## config.mk

```make
export PLATFORM = sky130hd
export DESIGN_NAME = rpe_sub
export DESIGN_NICKNAME = d
export VERILOG_FILES = /design/src/hw/rtl/rpe_sub.sv
export SDC_FILE = /design/constraint.sdc
export NUM_CORES = 1
export LEC_CHECK = 0
export BUFFER_PORTS_ARGS = -buffer_cell sky130_fd_sc_hd__clkbuf_2
export CAP_MARGIN = 0
export CORE_ASPECT_RATIO = 0.6
export CORE_UTILIZATION = 40
export DETAILED_ROUTE_END_ITERATION = 6
export PLACE_DENSITY = 0.72
export RECOVER_POWER = 100
export SKIP_LAST_GASP = 1
export SYNTH_ARGS = -nofsm -noshare
export SYNTH_HDL_FRONTEND = slang
export SYNTH_SLANG_ARGS = --single-unit
```

## constraint.sdc

```tcl
create_clock -name vclk -period 3
set_input_delay 0.15 -clock vclk [all_inputs]
set_output_delay 0.15 -clock vclk [all_outputs]
set_load 0.01 [all_outputs]
```

## src/hw/rtl/rpe_sub.sv

```systemverilog
// ----------------------------------------------------------------------------
// rpe_sub
// Shared trial subtractor: difference and a >= b flag for divide and root.
// ----------------------------------------------------------------------------
`default_nettype none

module rpe_sub #(
  parameter int W = 34
) (
  input  wire logic [W-1:0] a,
  input  wire logic [W-1:0] b,
  output logic      [W-1:0] diff,
  output logic              ge
);

  logic borrow;

  assign {borrow, diff} = {1'b0, a} - {1'b0, b};
  assign ge = ~borrow;

endmodule

`default_nettype wire

```

==> results.toml <==
[outcome]
run_status = "completed"

[synth]
synth_fa_ha_area_frac = 0.219
synthSimpleGateAreaFrac = 0.207
synth_nets = 400
yosysTopAreaCellShare = 0.209
synth_area_leader_cell = "ha_1"
seq_area_frac_synth = 0
yosysWarnings = 0
netlist_top_cells_area = "ha_1 (21%), a21oi_1 (8.1%), xnor2_1 (7.3%)"
yosysUniqueCellTypes = 52
synth-xor-area-share = 0.125
syn_avg_cell_area_um2 = 6.85
synth.area.mux_share = 0
syn_area_mm2 = 0.00203
synth_compound_area_frac = 0.364
syn_inst = 297
synth_top_family_by_area = "compound AO/OA/AOI/OAI gates"

[die]
die_area_mm2 = 0.00538
io_pins = 103
start_util = 0.430
fp.dieH_um = 57.2
die_width_um = 94.0
num_rows = 19
coreArea_mm2 = 0.00473

[clocking]
cts_setup_buffers = 0
cts.repair.resized = 0
postCtsHoldBufs = 0

[final_layout]
antenna_cells = 0
regArea_um2 = 0
drive_gt1_frac = 0.243
mostFrequentLayoutCell = "clkbuf_2"
design.seq.count = 0
layout_common_cells = "clkbuf_2 (83), inv_1 (39), ha_1 (34), a21oi_1 (33), nand2_1 (27)"
syn2layout_area_growth_pct = 27.2
nets = 500
nClkBuffers = 0

[setup_path]
cp.arrival_ns = 2.62
crit_type = "in2out"
crit_path_end_kind = "output port"
crit_required_ns = 2.85
crit_path_max_fanout = 4
start_kind = "input port"

[worst_hold_path]
hold_class = "in2out"

[pwr]
power_density_mw_per_mm2 = 249
power_leakage_nw = 1.42
ir_drop_mv = 0.110

[drt]
avgViaCountPerCell = 5.36
firstDrtPassIters = 5
final_antenna_net_count = 0
drc_errors = 0
wire_per_inst_um = 12.8
vias = 2454
drt_wl_total_mm = 5.86
drt_iter0_markers = 156

[timing]
fin_crit_ns = 2.77
finalHoldWorstSlack_ns = 0.635
drv_slew = 0
period_share = 0.925
maxSlewHeadroom = 0.609
rsz0062_at_grt = "no"
tns_ns = 0
setup_viol = 0
clock.fmax_mhz = 360
hold_viol_final = 0
tightestPinTransition_ns = 0.579

[grt]
grt-ovfl-total = 0
grtUsageTotal = 0.215
first_global_vias = 2136
grt_pass1_wl_mm = 9.57
antenna_found_initial = 0
grt_max_degree = 13

[place]
port_buffers = 103
gp_congestion = 0.950
place_hpwl_mm = 5.22

[run]
max-cap-violations = 0
-- worst max-delay path, stage by stage --
cell and delay [ns]:
clkbuf_2 0.08, inv_1 0.05, ha_1 0.17, inv_1 0.06
fa_1 0.43, a211oi_2 0.23, o21ai_1 0.14, a22oi_4 0.21
o2111ai_4 0.20, a211oi_4 0.33, o21ai_2 0.11, a221o_1 0.34
clkbuf_1 0.12
-- stage by stage --
stage                     area [µm²]  worst slack [ns]  power (mW)  std cells   util
after floorplan                 2030             0.579       0.433        297      -
after global placement          2620             0.285       0.649        458  0.553
after detailed placement        2620             0.214       0.657        458  0.553
after CTS                       2620             0.206       0.660        458  0.553
after global routing            2590            0.0705       0.710        458  0.547
final                           2590             0.226       0.645        458  0.547
-- worst paths after layout --
path | startpoint | end | slack, ns | depth (start not counted)
min | b[0] | diff[0] | 0.63 | 4
max | a[0] | ge | 0.23 | 13
-- report_power, final --
part	total, mW	internal, mW	switching, mW
combinational	0.645	0.272	0.373
clock	0	0	0
sequential	0	0	0
total	0.645	0.272	0.373
-- cell families (layout without fill, tap and decap cells) --
| kind of cell | after synthesis | count (layout) |
|---|---|---|
| and+or+nand+nor | 83 | 83 |
| adders and majority gates | 35 | 35 |
| buffers and inverters | 46 | 144 |
| xor gates and xnor gates | 29 | 29 |
| AOI/OAI and AO/OA | 104 | 104 |
-- Yosys cell counts (2+ instances only) --
master    instances
a211oi_1          2
nor2_1           16
nand4_1           5
a21oi_1          33
o21ai_0          13
nor4_1            3
ha_1             34
o2111a_1          2
clkbuf_1          7
a31oi_1           4
xnor2_1          17
a41oi_1           2
and2_1            7
nand3_1           6
and4_1            3
nand2_1          27
inv_1            39
nor3_1            4
a21o_1           15
xor2_1           12
o21a_1            3
o21bai_1          4
and3_1            3
o21ai_1           8
-- cell type report --
type,count,area [µm²]
Fill cell,506,2140
Multi-Input combinational cell,251,1860
Timing Repair Buffer,105,505
Inverter,39,146
Tap cell,63,78.8
-- routing by layer --
metal / vias to the layer above / GRT usage / part of all wire
li1: 1270 / - / -
met1: 1076 / 0.343 / 0.53
met2: 106 / 0.328 / 0.38
met3: 2 / 0.0120 / 0.086
met4: 0 / 0.00659 / 0.0024
met5: - / 0 / 0
Power figures use the tool's default switching activity.
