==> config.mk <==
export PLATFORM = sky130hd
export DESIGN_NAME = rpe_mac
export DESIGN_NICKNAME = d
export VERILOG_FILES = /design/src/hw/rtl/rpe_pkg.sv /design/src/hw/rtl/rpe_mac.sv
export SDC_FILE = /design/constraint.sdc
export NUM_CORES = 2
export LEC_CHECK = 0
export ABC_AREA = 1
export BUFFER_PORTS_ARGS = -buffer_cell sky130_fd_sc_hd__buf_2
export CORE_MARGIN = 2
export CORE_UTILIZATION = 30
export CTS_BUF_LIST = sky130_fd_sc_hd__clkbuf_4 sky130_fd_sc_hd__clkbuf_8 sky130_fd_sc_hd__clkbuf_16
export DETAILED_ROUTE_END_ITERATION = 8
export SLEW_MARGIN = 20
export SYNTH_ARGS = -nofsm -noshare
export SYNTH_HDL_FRONTEND = slang
export SYNTH_SLANG_ARGS = --single-unit
==> constraint.sdc <==
create_clock -name clk -period 8.3 [get_ports clk]
set_input_delay 0.415 -clock clk [delete_from_list [all_inputs] [get_ports clk]]
set_output_delay 0.415 -clock clk [all_outputs]
set_load 0.05 [all_outputs]
==> src/hw/rtl/rpe_pkg.sv <==
// ----------------------------------------------------------------------------
// rpe_pkg
// Shared types and fixed constants of the RMS / peak envelope follower.
// ----------------------------------------------------------------------------
`default_nettype none

package rpe_pkg;

  // Fraction bits of the detector level and of the envelope.
  localparam int DET_FRAC   = 16;
  // Coefficient format: Q0.16, one is 2^16.
  localparam int COEF_W     = 16;
  localparam int COEF_ONE   = 65536;
  localparam int ROUND_HALF = 32768;
  // Output field width.
  localparam int OUT_W      = 16;

  // Configuration port.
  localparam int CFG_IDX_W  = 2;
  localparam int CFG_DATA_W = 16;

  localparam logic [CFG_IDX_W-1:0] REG_DETECT_MODE  = 2'd0;
  localparam logic [CFG_IDX_W-1:0] REG_ATTACK_COEF  = 2'd1;
  localparam logic [CFG_IDX_W-1:0] REG_RELEASE_COEF = 2'd2;

  // Detector modes.
  localparam logic MODE_PEAK = 1'b0;
  localparam logic MODE_RMS  = 1'b1;

  // Control of the shared multiply-accumulate unit.
  typedef struct packed {
    logic en;     // update the accumulator
    logic clear;  // start from zero instead of the held sum
    logic round;  // add one half LSB of the Q16 result
  } mac_ctl_t;

endpackage

`default_nettype wire

==> src/hw/rtl/rpe_mac.sv <==
// ----------------------------------------------------------------------------
// rpe_mac
// Shared multiply-accumulate unit: one product per cycle into a register while ctl.en is set.
// ----------------------------------------------------------------------------
`default_nettype none

module rpe_mac #(
  parameter int A_W = 32,
  parameter int B_W = 17,
  parameter int ACC_W = A_W + B_W
) (
  input  wire logic               clk,
  input  wire rpe_pkg::mac_ctl_t  ctl,
  input  wire logic [A_W-1:0]     a,
  input  wire logic [B_W-1:0]     b,
  output logic      [ACC_W-1:0]   acc
);
  import rpe_pkg::*;

  logic [ACC_W-1:0] prod;
  logic [ACC_W-1:0] base;
  logic [ACC_W-1:0] bias;

  assign prod = ACC_W'(a) * ACC_W'(b);
  assign base = ctl.clear ? '0 : acc;
  assign bias = ctl.round ? ACC_W'(ROUND_HALF) : '0;

  always_ff @(posedge clk) begin
    if (ctl.en) begin
      acc <= base + prod + bias;
    end
  end

endmodule

`default_nettype wire

==> results.tsv <==
stage	metric	value	unit
clocking	cts_buffers	5	
detailed_routing	drt_iter0_markers	927	
setup_path	rrSetupSlack	2710	ps
hold_path	hp-start	acc[0]$_DFFE_PP_	
logic_synthesis	ys_warn_count	0	
floorplan	pin_count	102	
detailed_routing	drt-vias-per-instance	4.31	
setup_path	crit_fanout	26	
detailed_routing	vias	17100	
placement	port_buffers	101	
global_route	antenna_found_initial	1	
floorplan	die_y	277	um
clocking	clk_path_buf_depth	2	
sta	finalSetupViolCount	0	
setup_path	cp.arrival	6140	ps
clocking	cts-htree-levels	2	
logic_synthesis	synth_fp_nets	3691	
cells_and_area	syn_to_final_growth	6.62	%
setup_path	critPathLaunchType	primary input	
cells_and_area	n_fill_cell	8037	
sta	slew_viol_final	0	
clocking	cts_setup_buffers	0	
logic_synthesis	yosysSeqAreaShare	6.58	%
cells_and_area	reg.largest.list	acc x49	
setup_path	cp-end-kind	register	
detailed_routing	totalWireLength	59.5	mm
logic_synthesis	synth_seq_cells	49	
sta	tightestPinTransition	839	ps
placement	place_hpwl	51.3	mm
clocking	cts_sinks	49	
logic_synthesis	syn_area_per_cell	7.48	um^2
sta	finClkSkew	21.6	ps
clocking	hold_buffers	0	
setup_path	cp_data_required_time	8360	ps
cells_and_area	fin_cells	3955	
clocking	cts_root_buf	clkbuf_16	
global_route	grt.overflow.total	0	
cells_and_area	diodes	0	
global_route	grt_util_all_layers	16.4	%
sta	max_slew_margin	44.1	%
logic_synthesis	synth_compound_area_share	0.929	%
global_route	grt_pass1_wl	100	mm
logic_synthesis	yosysMostFrequentCell	inv_1	
logic_synthesis	ys.flop_type	edfxtp_1	
placement	dp_cells	3947	
logic_synthesis	synth_simple_gate_area_share	19.3	%
logic_synthesis	synthDominantCellAreaShare	44.6	%
detailed_routing	dr.pass1.iters	5	
sta	fmax	164	MHz
logic_synthesis	synth_xor_area_share	1.06	%
placement	gp_congestion	0.917	
logic_synthesis	synthesis.area	22400	um^2
cells_and_area	drive_above_1_share	5.59	%
floorplan	initial_core_util	30.2	%
detailed_routing	wl_per_cell	15.0	um
floorplan	rows	100	
clocking	cts_tree	yes	
cells_and_area	largest-register	acc	
setup_path	r2r_start	acc[14]$_DFFE_PP_	
setup_path	criticalPathCategory	primary input to register	
sta	rsz0062_at_grt	no	
global_route	grt_pass1_vias	18600	
global_route	grt_max_degree	50	
logic_synthesis	ys_types	27	
logic_synthesis	synth_cells	2991	
sta	final-hold-violation-count	0	
hold_path	hp-class	register to register	
setup_path	crit_start	b[2]	
floorplan	dieWidth	277	um
floorplan	dieArea	76800	um^2
cells_and_area	regArea	1470	um^2
sta	period_share	73.3	%
clocking	post_cts_resized	0	
logic_synthesis	synthTopCellsByCount	inv_1, nand2_1, fa_1, ha_1, clkbuf_1	
clocking	clk_pin_slew_worst_paths	80	ps
logic_synthesis	synth.area.mux_share	0	%
cells_and_area	largest_reg_flops	49	
outcome	outcome	complete, no violations	
cells_and_area	nets	3685	
logic_synthesis	synth_top_cell_by_area	fa_1	
detailed_routing	drc	0	
logic_synthesis	synth_edf_count	49	
floorplan	core_area	74100	um^2
sta	finalCriticalPeriod	6090	ps
cells_and_area	multi_input_area	16600	um^2
logic_synthesis	synth_top_family_by_area	adder cells	
logic_synthesis	synth_fa_ha_area_share	52.9	%
detailed_routing	ant_nets	0	
clocking	clk_latency	320	ps
run	max_cap_violations	0	
sta	setup_tns	0	ps
logic_synthesis	synthArstFlopShare	0	%
logic_synthesis	synth_area_leaders	fa_1, inv_1, nand2_1, ha_1, edfxtp_1	
## area by class of cell
| class | instances | share of cell area (%) |
|---|---|---|
| clock buffer | 6 | 0.556 |
| clock inverter | 2 | 0.163 |
| inverter | 1027 | 16.2 |
| multi-input combinational | 1796 | 69.6 |
| sequential | 49 | 6.17 |
| tap | 969 | 5.08 |
| timing repair buffer | 106 | 2.28 |
## worst paths after layout
path	cells after the start	endpoint
max	22	acc[39]$_DFFE_PP_
min reg2reg	3	acc[0]$_DFFE_PP_
min	3	acc[0]$_DFFE_PP_
max reg2reg	22	acc[39]$_DFFE_PP_
## critical path, cell delays in order
cell	delay, ps
buf_2	490
buf_4	270
nand2_1	80
fa_1	550
fa_1	510
fa_1	510
inv_1	50
fa_1	550
fa_1	530
inv_1	50
fa_1	480
inv_1	40
ha_1	390
nand2_2	110
inv_1	90
nand2_1	60
nor2_2	280
nand4_1	140
nand3_1	210
nand2_1	120
nand3_1	90
nand2_1	100
## cell usage in the layout, fill, tap and decap left out, types with 4 or more instances in the layout
master,synthesis,layout
a21oi_1,28,28
a31oi_1,4,4
buf_2,0,101
buf_4,0,5
clkbuf_16,0,5
edfxtp_1,49,49
fa_1,498,498
ha_1,149,149
inv_1,1020,1020
inv_2,7,7
nand2_1,907,907
nand2_2,16,16
nand3_1,37,37
nand3_2,7,7
nand4_1,5,5
nor2_1,79,79
nor2_2,18,18
nor2_4,5,5
nor3_1,5,5
o21bai_1,5,5
xnor2_1,6,6
xor2_1,21,21
## cell families (layout without fill, tap and decap cells)
kind of cell / after synthesis / in the layout
buf+inv: 1146 / 1141
simple gates: 1084 / 1084
fa+ha+maj: 647 / 647
flops: 49 / 49
compound gates: 38 / 38
xor+xnor: 27 / 27
## through the flow
stage          worst slack (ps)  hold slack [ps]  area (um^2)  utilization (%)
6_report                   2210              716        23800             32.2
5_1_grt                    2000              759        23800             32.2
4_1_cts                    2190              713        23800             32.2
3_5_place_dp               1900              687        23700             32.0
3_3_place_gp               1940              675        23700             32.0
2_1_floorplan              2740              527        22400                -
## metal layers
layer / share of wire [%] / GRT usage, %
met5: 0.012 / 0
met4: 2.0 / 3.65
met1: 46 / 22.6
met3: 3.9 / 1.05
met2: 48 / 28.2
Power is not shown: default switching activity piles up to over one toggle a cycle in this logic, so the estimate is an artifact.
